**src/rtl/gpm_pkg.sv**
```systemverilog
package gpm_pkg;

  localparam int FIELD_W = 7;

  typedef logic [FIELD_W-1:0] num_t;

  typedef enum logic {
    ACT_ENTRY = 1'b0,
    ACT_CLOSE = 1'b1
  } action_t;

  // Control half of the end-of-set snapshot handed to the search stage
  typedef struct packed {
    logic valid;
    num_t first_unm;
  } snap_ctl_t;

endpackage

```
**src/rtl/gpm_if.sv**
```systemverilog
interface gpm_in_if;
  logic              valid;
  logic              ready;
  logic              action;
  gpm_pkg::num_t     candidate;

  modport source (output valid, output action, output candidate, input ready);
  modport sink   (input valid, input action, input candidate, output ready);
endinterface

interface gpm_out_if;
  logic              valid;
  logic              ready;
  logic              improve;
  gpm_pkg::num_t     requester;
  gpm_pkg::num_t     resource;

  modport source (output valid, output improve, output requester, output resource,
                  input ready);
  modport sink   (input valid, input improve, input requester, input resource,
                  output ready);
endinterface

```
**src/rtl/gpm_state.sv**
```systemverilog
module gpm_state #(
  parameter int MAP_W = 64
) (
  input  logic                     clk,
  input  logic                     rst_n,
  input  logic                     cfg_we,
  input  gpm_pkg::num_t            cfg_wdata,
  input  logic                     in_fire,
  input  logic                     in_action,
  input  gpm_pkg::num_t            in_candidate,
  input  logic                     take,
  output logic                     in_ready,
  output gpm_pkg::snap_ctl_t       snap,
  output logic [MAP_W-1:0]         snap_free
);

  localparam int IDX_W = (MAP_W > 1) ? $clog2(MAP_W) : 1;
  localparam gpm_pkg::num_t MAP_LIM = gpm_pkg::num_t'(MAP_W);

  gpm_pkg::num_t      group_r;
  gpm_pkg::num_t      eff_g;
  logic [MAP_W-1:0]   taken_r, taken_nxt;
  gpm_pkg::num_t      cur_r, cur_nxt;
  logic               matched_r, matched_nxt;
  gpm_pkg::num_t      fu_r, fu_nxt;
  gpm_pkg::num_t      fu_new;
  logic               snap_v_r, snap_v_nxt;
  gpm_pkg::num_t      snap_fu_r, snap_fu_nxt;
  logic [MAP_W-1:0]   snap_free_r, snap_free_nxt;
  logic [MAP_W-1:0]   gmask;
  logic               cand_ok;
  logic [IDX_W-1:0]   cand_idx;

  // Clamp the configured size into 1..MAP_W
  always_comb begin
    if (group_r == '0) begin
      eff_g = gpm_pkg::num_t'(1);
    end else if (group_r > MAP_LIM) begin
      eff_g = MAP_LIM;
    end else begin
      eff_g = group_r;
    end
  end

  always_comb begin
    for (int i = 0; i < MAP_W; i++) begin
      gmask[i] = (gpm_pkg::num_t'(i) < eff_g);
    end
  end

  assign cand_ok  = (in_candidate != '0) && (in_candidate <= eff_g);
  assign cand_idx = IDX_W'(in_candidate - gpm_pkg::num_t'(1));
  assign fu_new   = ((fu_r == '0) && !matched_r) ? cur_r : fu_r;

  assign in_ready = !snap_v_r || take;

  always_comb begin
    taken_nxt     = taken_r;
    cur_nxt       = cur_r;
    matched_nxt   = matched_r;
    fu_nxt        = fu_r;
    snap_v_nxt    = snap_v_r && !take;
    snap_fu_nxt   = snap_fu_r;
    snap_free_nxt = snap_free_r;
    if (in_fire) begin
      unique case (in_action)
        gpm_pkg::ACT_ENTRY: begin
          if (!matched_r && cand_ok && !taken_r[cand_idx]) begin
            taken_nxt[cand_idx] = 1'b1;
            matched_nxt         = 1'b1;
          end
        end
        gpm_pkg::ACT_CLOSE: begin
          if (cur_r < eff_g) begin
            cur_nxt     = cur_r + gpm_pkg::num_t'(1);
            matched_nxt = 1'b0;
            fu_nxt      = fu_new;
          end else begin
            // Last list closed: hand the set to the search stage and clear
            snap_v_nxt    = 1'b1;
            snap_fu_nxt   = fu_new;
            snap_free_nxt = ~taken_r & gmask;
            taken_nxt     = '0;
            cur_nxt       = gpm_pkg::num_t'(1);
            matched_nxt   = 1'b0;
            fu_nxt        = '0;
          end
        end
        default: begin
        end
      endcase
    end
  end

  always_ff @(posedge clk) begin
    if (!rst_n) begin
      group_r   <= gpm_pkg::num_t'(1);
      taken_r   <= '0;
      cur_r     <= gpm_pkg::num_t'(1);
      matched_r <= 1'b0;
      fu_r      <= '0;
      snap_v_r  <= 1'b0;
    end else begin
      if (cfg_we) begin
        group_r <= cfg_wdata;
      end
      taken_r   <= taken_nxt;
      cur_r     <= cur_nxt;
      matched_r <= matched_nxt;
      fu_r      <= fu_nxt;
      snap_v_r  <= snap_v_nxt;
    end
  end

  always_ff @(posedge clk) begin
    snap_fu_r   <= snap_fu_nxt;
    snap_free_r <= snap_free_nxt;
  end

  assign snap.valid     = snap_v_r;
  assign snap.first_unm = snap_fu_r;
  assign snap_free      = snap_free_r;

endmodule

```
**src/rtl/gpm_search.sv**
```systemverilog
module gpm_search #(
  parameter int MAP_W = 64
) (
  input  logic                 clk,
  input  logic                 rst_n,
  input  gpm_pkg::snap_ctl_t   snap,
  input  logic [MAP_W-1:0]     snap_free,
  output logic                 take,
  output logic                 out_valid,
  input  logic                 out_ready,
  output logic                 out_improve,
  output gpm_pkg::num_t        out_requester,
  output gpm_pkg::num_t        out_resource
);

  logic            out_v_r, out_v_nxt;
  logic            improve_r, improve_nxt;
  gpm_pkg::num_t   req_r, req_nxt;
  gpm_pkg::num_t   res_r, res_nxt;
  gpm_pkg::num_t   low_free;
  logic            any_free;

  // Lowest free resource, numbered from one
  always_comb begin
    low_free = '0;
    for (int i = MAP_W - 1; i >= 0; i--) begin
      if (snap_free[i]) begin
        low_free = gpm_pkg::num_t'(i + 1);
      end
    end
  end

  assign any_free = |snap_free;
  assign take     = !out_v_r || out_ready;

  always_comb begin
    out_v_nxt   = out_v_r && !out_ready;
    improve_nxt = improve_r;
    req_nxt     = req_r;
    res_nxt     = res_r;
    if (take && snap.valid) begin
      out_v_nxt = 1'b1;
      if ((snap.first_unm != '0) && any_free) begin
        improve_nxt = 1'b1;
        req_nxt     = snap.first_unm;
        res_nxt     = low_free;
      end else begin
        improve_nxt = 1'b0;
        req_nxt     = '0;
        res_nxt     = '0;
      end
    end
  end

  always_ff @(posedge clk) begin
    if (!rst_n) begin
      out_v_r <= 1'b0;
    end else begin
      out_v_r <= out_v_nxt;
    end
  end

  always_ff @(posedge clk) begin
    improve_r <= improve_nxt;
    req_r     <= req_nxt;
    res_r     <= res_nxt;
  end

  assign out_valid     = out_v_r;
  assign out_improve   = improve_r;
  assign out_requester = req_r;
  assign out_resource  = res_r;

endmodule

```
**src/rtl/greedy_preference_matcher_top.sv**
```systemverilog
// Channel  | Direction | Payload                          | Transaction
// in_ch    | in        | action, candidate                | valid && ready
// out_ch   | out       | improve, requester, resource     | valid && ready
// cfg_*    | in        | group_size (cfg_wdata)           | cfg_we
//
// One item per cycle while in_ch.ready is high; each entry or close updates the set state in the cycle it is taken.
// Closing the last list yields its result through the snapshot register, then the
// lowest-free-resource encoder into the output register.
// The set state clears as the last close is taken, so the next item starts a new set.
// Synchronous active-low reset: group_size = 1, no resources taken, requester 1.
// A stalled output holds one result and the snapshot holds another; in_ch.ready drops
// only while both are occupied.
module greedy_preference_matcher_top #(
  parameter int MAX_GROUP = 64
) (
  input  logic              clk,
  input  logic              rst_n,
  input  logic              cfg_we,
  input  gpm_pkg::num_t     cfg_wdata,
  gpm_in_if.sink            in_ch,
  gpm_out_if.source         out_ch
);

  // Resource numbers are limited by the field width
  localparam int NUM_MAX = (1 << gpm_pkg::FIELD_W) - 1;
  localparam int MAP_W   = (MAX_GROUP < NUM_MAX) ? MAX_GROUP : NUM_MAX;

  logic                 in_fire;
  logic                 in_ready;
  logic                 st_ready;
  logic                 take;
  gpm_pkg::snap_ctl_t   snap;
  logic [MAP_W-1:0]     snap_free;

  assign in_ready    = st_ready;
  assign in_ch.ready = in_ready;
  assign in_fire     = in_ch.valid && in_ready;

  gpm_state #(
    .MAP_W (MAP_W)
  ) u_state (
    .clk          (clk),
    .rst_n        (rst_n),
    .cfg_we       (cfg_we),
    .cfg_wdata    (cfg_wdata),
    .in_fire      (in_fire),
    .in_action    (in_ch.action),
    .in_candidate (in_ch.candidate),
    .take         (take),
    .in_ready     (st_ready),
    .snap         (snap),
    .snap_free    (snap_free)
  );

  gpm_search #(
    .MAP_W (MAP_W)
  ) u_search (
    .clk           (clk),
    .rst_n         (rst_n),
    .snap          (snap),
    .snap_free     (snap_free),
    .take          (take),
    .out_valid     (out_ch.valid),
    .out_ready     (out_ch.ready),
    .out_improve   (out_ch.improve),
    .out_requester (out_ch.requester),
    .out_resource  (out_ch.resource)
  );

  a_improve_fields : assert property (@(posedge clk) disable iff (!rst_n)
    out_ch.valid && out_ch.improve |->
      (out_ch.requester != '0) && (out_ch.resource != '0))
    else $error("improve result with a zero requester or resource");

  a_optimal_zero : assert property (@(posedge clk) disable iff (!rst_n)
    out_ch.valid && !out_ch.improve |->
      (out_ch.requester == '0) && (out_ch.resource == '0))
    else $error("optimal result with nonzero fields");

  a_stall_cause : assert property (@(posedge clk) disable iff (!rst_n)
    !in_ready |-> snap.valid && out_ch.valid && !out_ch.ready)
    else $error("input stalled without a held result");

  a_result_follows : assert property (@(posedge clk) disable iff (!rst_n)
    snap.valid && !out_ch.valid |=> out_ch.valid)
    else $error("snapshot not moved into an empty output register");

endmodule

```
**src/flat_wrapper.sv**
```systemverilog
// flat-port wrapper written by rule: the top's interface ports become plain ports
module greedy_preference_matcher_top_flat 
#(
  parameter int MAX_GROUP = 64
)
  (clk, rst_n, cfg_we, cfg_wdata, in_ch_valid, in_ch_action, in_ch_candidate, in_ch_ready, out_ch_valid, out_ch_improve, out_ch_requester, out_ch_resource, out_ch_ready);
  gpm_in_if in_ch_i ();
  gpm_out_if out_ch_i ();
  input  logic clk;
  input  logic rst_n;
  input  logic cfg_we;
  input  gpm_pkg::num_t cfg_wdata;
  input wire logic [$bits(in_ch_i.valid)-1:0] in_ch_valid;
  input wire logic [$bits(in_ch_i.action)-1:0] in_ch_action;
  input wire logic [$bits(in_ch_i.candidate)-1:0] in_ch_candidate;
  output wire logic [$bits(in_ch_i.ready)-1:0] in_ch_ready;
  output wire logic [$bits(out_ch_i.valid)-1:0] out_ch_valid;
  output wire logic [$bits(out_ch_i.improve)-1:0] out_ch_improve;
  output wire logic [$bits(out_ch_i.requester)-1:0] out_ch_requester;
  output wire logic [$bits(out_ch_i.resource)-1:0] out_ch_resource;
  input wire logic [$bits(out_ch_i.ready)-1:0] out_ch_ready;
  assign in_ch_i.valid = in_ch_valid;
  assign in_ch_i.action = in_ch_action;
  assign in_ch_i.candidate = in_ch_candidate;
  assign in_ch_ready = in_ch_i.ready;
  assign out_ch_valid = out_ch_i.valid;
  assign out_ch_improve = out_ch_i.improve;
  assign out_ch_requester = out_ch_i.requester;
  assign out_ch_resource = out_ch_i.resource;
  assign out_ch_i.ready = out_ch_ready;
  greedy_preference_matcher_top #(.MAX_GROUP(MAX_GROUP)) u_core (.clk(clk), .rst_n(rst_n), .cfg_we(cfg_we), .cfg_wdata(cfg_wdata), .in_ch(in_ch_i), .out_ch(out_ch_i));
endmodule
```
**config.mk**
```make
export PLATFORM = sky130hd
export DESIGN_NAME = greedy_preference_matcher_top_flat
export DESIGN_NICKNAME = d
export VERILOG_FILES = /design/src/rtl/gpm_pkg.sv /design/src/rtl/gpm_if.sv /design/src/rtl/gpm_state.sv /design/src/rtl/gpm_search.sv /design/src/rtl/greedy_preference_matcher_top.sv /design/src/flat_wrapper.sv
export SDC_FILE = /design/constraint.sdc
export NUM_CORES = 1
export LEC_CHECK = 0
export ABC_CLOCK_PERIOD_IN_PS = 7600
export BUFFER_PORTS_ARGS = -buffer_cell sky130_fd_sc_hd__buf_4
export CORE_MARGIN = 2
export CORE_UTILIZATION = 35
export DETAILED_ROUTE_END_ITERATION = 8
export GPL_TIMING_DRIVEN = 0
export SYNTH_ARGS = -nofsm -noshare
export SYNTH_HDL_FRONTEND = slang
export SYNTH_SLANG_ARGS = --single-unit
```
**constraint.sdc**
```tcl
create_clock -name clk -period 7.6 [get_ports clk]
set_clock_uncertainty 0.2 [all_clocks]
set_input_delay 1.52 -clock clk [delete_from_list [all_inputs] [get_ports clk]]
set_output_delay 1.52 -clock clk [all_outputs]
set_load 0.005 [all_outputs]
```
-- Yosys cells after proc, flatten, opt, wreduce, memory -nomap -nowiden
Index checks and enable logic that the tools add are counted.
- flip-flop bits (word level): 174
- input port bits: 20
- output and inout bits: 17
- logic and storage cells: 213
- add/subtract/negate cells: 2
- order comparisons: 69
- equal/unequal tests: 2
- muxes and demuxes: 83
- bitwise gates (word level): 6
- reductions and logical operators: 33
- operators by type and width (cell ; count):
    less-than comparator 6 x 7 -> 1 bit (first input constant) ; 32
    two-way mux 6 bit ; 32
    two-way mux 64 bit ; 2
    one-hot mux 64 bit (2 select lines) ; 1
    OR reduction 64 bit ; 2
    less-than comparator 5 x 7 -> 1 bit (first input constant) ; 16
    two-way mux 5 bit ; 16
    AND 64 bit ; 1
    NOT 64 bit ; 1
    OR 64 bit ; 1
    less-than comparator 4 x 7 -> 1 bit (first input constant) ; 8
    two-way mux 7 bit ; 6
    two-way mux 4 bit ; 8
    OR reduction 32 bit ; 1
    less-than comparator 3 x 7 -> 1 bit (first input constant) ; 4
    OR reduction 16 bit ; 1
    zero test 7 bit ; 2
    less-than comparator 1 x 7 -> 1 bit (first input constant) ; 2
    less-than comparator 2 x 7 -> 1 bit (first input constant) ; 2
    nonzero test 7 bit ; 2
    two-way mux 3 bit ; 4
    logical AND 1 bit ; 10
    two-way mux 1 bit ; 9
    OR reduction 8 bit ; 1
    other kinds (19) ; 31

-- Longest topological paths before layout
- word-level depth: 64
- gate-level depth with buffers: 16

-- By module
Synthesis repeated with hierarchy kept, for this count alone.
- cell total of the unflattened synthesis: 910
- area, all modules: 8748.4 µm²
- modules (own cells, without submodules) (module ; times used ; cells each ; area each (µm²) ; seq. area each (µm²)):
    gpm_state ; 1 ; 735 ; 7322.0 ; 3873.7
    gpm_search ; 1 ; 174 ; 1420.1 ; 470.5
    greedy_preference_matcher_top ; 1 ; 1 ; 6.3 ; 0.0

-- Worst setup path before layout
Ideal clock, no wire load.
- path type: in2reg
- start: in in_ch_candidate[0]
- end: reg u_core.u_state.taken_r[30]
- library setup time: 0.060 ns
- data arrival time: 4.460 ns
- data required time: 7.340 ns
- path slack: 2.880 ns
- stages on the path: 14
- buffers on the path: 5
- path through: buf_4 inv_2 clkbuf_1 ha_1 buf_6 xor2_2 buf_6 mux4_1 mux2i_1 nor2_1 or4_4 buf_6 nor4b_4 a22o_1
- longest elaborated chain between the ends: 8
- elaborated cells between the ends (all ways): 19
- RTL lines (what ; RTL line ; text):
    start, declared ; flat_wrapper.sv:15 ; input wire logic [$bits(in_ch_i.candidate)-1:0] in_ch_candidate;
    subtractor 6 x 1 -> 6 bit ; gpm_state.sv:52 ; assign cand_idx = IDX_W'(in_candidate - gpm_pkg::num_t'(1));
    less-than comparator 6 x 7 -> 1 bit (implied by the code) / >= comparator 6 x 1 -> 1 bit (equally long branches) ; gpm_state.sv:69 ; taken_nxt[cand_idx] = 1'b1;
    logical AND 1 bit (implied by the code) ; gpm_state.sv:69 ;
    two-way mux 1 bit (implied by the code) ; gpm_state.sv:69 ;
    demux 1 bit (select 6 bit) ; gpm_state.sv:69 ;
    OR 64 bit (no source line) ; n/a ;
    two-way mux 64 bit ; gpm_state.sv:68 ; if (!matched_r && cand_ok && !taken_r[cand_idx]) begin
    one-hot mux 64 bit (2 select lines) ; gpm_state.sv:66 ; unique case (in_action)
    end signal, assigned ; gpm_state.sv:107 ; taken_r <= taken_nxt;
    end, declared ; gpm_state.sv:22 ; logic [MAP_W-1:0] taken_r, taken_nxt;
Several ways; a longest one is shown, not always the timed one. The select of a mux whose other input is x is not followed.
A chain may end at the register's enable or synchronous reset.

-- Final worst setup path
- start: in in_ch_candidate[0]
- end: reg u_core.u_state.matched_r
- longest elaborated chain between the ends: 7
- elaborated cells between the ends (all ways): 11
- RTL lines (what ; RTL line ; text):
    subtractor 6 x 1 -> 6 bit ; gpm_state.sv:52 ;
    binary-select mux 1 bit (select 6 bit) ; gpm_state.sv:68 ;
    two-way mux 1 bit (implied by the code) ; gpm_state.sv:68 ;
    zero test 1 bit ; gpm_state.sv:68 ;
    logical AND 1 bit (*) ; gpm_state.sv:68 ;
    != test 2 bit (no source line) (*) ; n/a ;
    AND reduction 2 bit (no source line) (*) ; n/a ;
    end signal, assigned ; gpm_state.sv:109 ; matched_r <= matched_nxt;
    end, declared ; gpm_state.sv:24 ; logic matched_r, matched_nxt;
Every way passes the cells marked *; elsewhere a longest branch is shown, timed or not. The select of a mux whose other input is x is not followed.

==> run metrics <==
number of synthesized flops with an enable pin 86; Power Density 216 mW/mm^2; worst slew pin tran 1.17 ns; Final Hold Fails 0; Overflow after GRT 0; initial drt markers 757; DRC 0; ys flop type dfxtp_1; Slew Viols, Final 0; crit path max-delay cell type nor3_1; TritonCTS Buffers 17; # fillers 2483; final net count 987; Syn Nets 933; IO Pins 37; worst rel slew slack 21.5%; Die H 163 um; Final min period 5.58 ns; Hold Crit Depth 1; vias 7357; WL final 26.7 mm; CP Launch Type input pin; commonest non-fill, non-tap cell in the layout nor2_1; Clock Path Buffers 2; drt first pass iters 7; Post-synth ARST share 0%; crit path cell chain buf_4, inv_2, clkbuf_1, ha_1, buf_2, buf_2, buf_1, nor3_1, nand2_1, a31o_1, o2111ai_4, clkbuf_1, nor2_1, o21a_1; Die ar. 0.0265 mm^2; Critical Setup Path Class input pin to flop; crit-path max FO 11; FP Rows 58; # clock sinks 174; Tot GR Track Use 20.4%; layout cell share with drive strength beyond 1 12.4%; TNS Setup 0 ns; area grow syn2layout 14.5%; area of the mapped netlist 0.00883 mm^2; CP max stage delay 0.96 ns; cts repair resizes 0; Die W 163 um; initial antenna violation count 0; Fmax 0.179 GHz; critical path capture point type flop; vias in the first global route 6956; number of nets with antenna violations after routing 0; Mean Syn Cell Area 9.83 um^2; Hold Crit Class flop to flop; Tcrit/Tclk final 73.5%; DR WL/cell 20.6 um; Crit path max-delay family buffers and inverters; first-pass GRT wire length 40.4 mm; starting density of the core 35.4%; Post-CTS Hold Buffers 0; flop2flop setup slack 3.09 ns; core area 0.0250 mm^2; RSZ-0062 raised after global routing false; Worst IR Drop VDD 119 uV; Skew-Pair Late Insertion Delay 0.43 ns; Root Driver clkbuf_16; H-tree levels 4; CTS tree done; DP HPWL 20.7 mm; most frequent cells in the layout nor2_1, dfxtp_1, edfxtp_1, a21oi_1, nand2_1; register area share after synthesis 49.2%; clock-pin transition on the worst setup and hold timing paths 0.07 ns; final setup vio count 0; post-CTS setup buffer count 0; Ys Warns 0; Max Cap Viol 0; worst path arrival time 5.72 ns; LEAKAGE 3.51 nW; Via density 5.68; status completed; cells after synthesis 898; post-synthesis cell type count 79; Placer Congestion 0.978; worst reg-to-reg path cell count 13; FF+latch count, synth 174; pin count of the biggest net entering global routing 48; critical path depth 14; CP required 7.73 ns; WHS 0.303 ns; buffers plus inverters on the worst setup path 7; port bufs 34; number of diodes 0
## per-layer routing
metal	track usage [%]	routed length, um	vias to the layer above
li1	-	-	3519
met1	28.6	12300	3506
met2	32.0	11800	286
met3	2.80	1810	46
met4	7.72	754	0
met5	0	0	-
## kinds of logic (layout without fill, tap and decap cells)
| group | after synthesis | count (layout) | synth area share, % |
|---|---|---|---|
| flops | 174 | 174 | 49.2 |
| compound gates | 254 | 254 | 19.8 |
| fa+ha+maj | 15 | 15 | 2.13 |
| buf+inv | 72 | 139 | 3.64 |
| simple gates | 344 | 344 | 19.8 |
| xor+xnor | 8 | 8 | 0.879 |
| mux | 31 | 31 | 4.55 |
## state kept, by name, indices dropped and copies added (netlist names)
name,flops
u_core.u_state.snap_free,64
u_core.u_state.snap_fu_r,7
u_core.u_state.group_r,7
u_core.u_search.out_resource,7
u_core.u_state.taken_r,64
u_core.u_state.cur_r,7
u_core.u_search.out_requester,7
u_core.u_state.snap_v_r,1
u_core.u_state.matched_r,1
u_core.u_search.out_improve,1
u_core.u_state.fu_r,7
u_core.u_search.out_valid,1
## worst reg2reg max path, stage by stage (launching register included)
cell and delay (ns):
dfxtp_1 0.42, clkbuf_1 0.39, inv_2 0.23, nand2_1 0.27, ha_1 0.30, a21o_1 0.19
or4_1 0.43, or4_1 0.46, and4_1 0.23, o21ai_1 0.30, and2_1 0.18, clkbuf_1 0.25
clkbuf_1 0.40, a22o_1 0.22
## worst paths after layout
kind,from,endpoint
worst max register to register,u_core.u_state.group_r[6]$_SDFFE_PN0P_,u_core.u_state.taken_r[19]$_SDFFE_PN0P_
worst min-delay path,u_core.u_state.snap_v_r$_SDFF_PN0_,u_core.u_search.out_valid$_SDFF_PN0_
worst min register to register,u_core.u_state.snap_v_r$_SDFF_PN0_,u_core.u_search.out_valid$_SDFF_PN0_
worst max-delay path,in_ch_candidate[0],u_core.u_state.matched_r$_SDFFE_PN0P_
## layout make-up
class,count,area [um^2],area share [%]
sequential,174,4340,43.0
clock inverter,12,120,1.19
clock buffer,20,468,4.63
timing repair buffer,35,275,2.72
buffer,48,231,2.29
multi-input combinational,652,4170,41.2
inverter,24,90.1,0.891
tap,330,413,4.08
## synth_stat cells (16+ instances only)
master      n  area (um^2)
mux2i_1    18          180
a211oi_1   22          165
nor2b_1    19          119
nor4_1     36          225
clkbuf_1   25         93.8
o21ai_0    36          180
nand2_1    55          206
a22o_1     16          140
edfxtp_1   86         2580
a21oi_1    76          380
dfxtp_1    88         1760
inv_1      22         82.6
o21a_1     28          210
nor2_1    101          379
nor3_1     54          270
## power by group
group / total [mW] / switching, mW / internal, mW
combinational: 0.271 / 0.184 / 0.0872
clock: 0.872 / 0.384 / 0.488
sequential: 1.04 / 0.0225 / 1.02
## stage by stage
step / cell area, um^2 / utilization [%] / setup WS [ns] / power [mW] / cells
2_1_floorplan: 8830 / - / 2.88 / 1.23 / 898
3_5_place_dp: 9520 / 38.1 / 1.72 / 1.33 / 1263
6_report: 10100 / 40.5 / 2.02 / 2.18 / 1295
5_1_grt: 10100 / 40.5 / 1.90 / 2.26 / 1295
3_3_place_gp: 9500 / 38.0 / 1.76 / 1.33 / 1262
4_1_cts: 10100 / 40.5 / 2.17 / 2.19 / 1295
No activity file was read; power rests on OpenSTA's default activity.
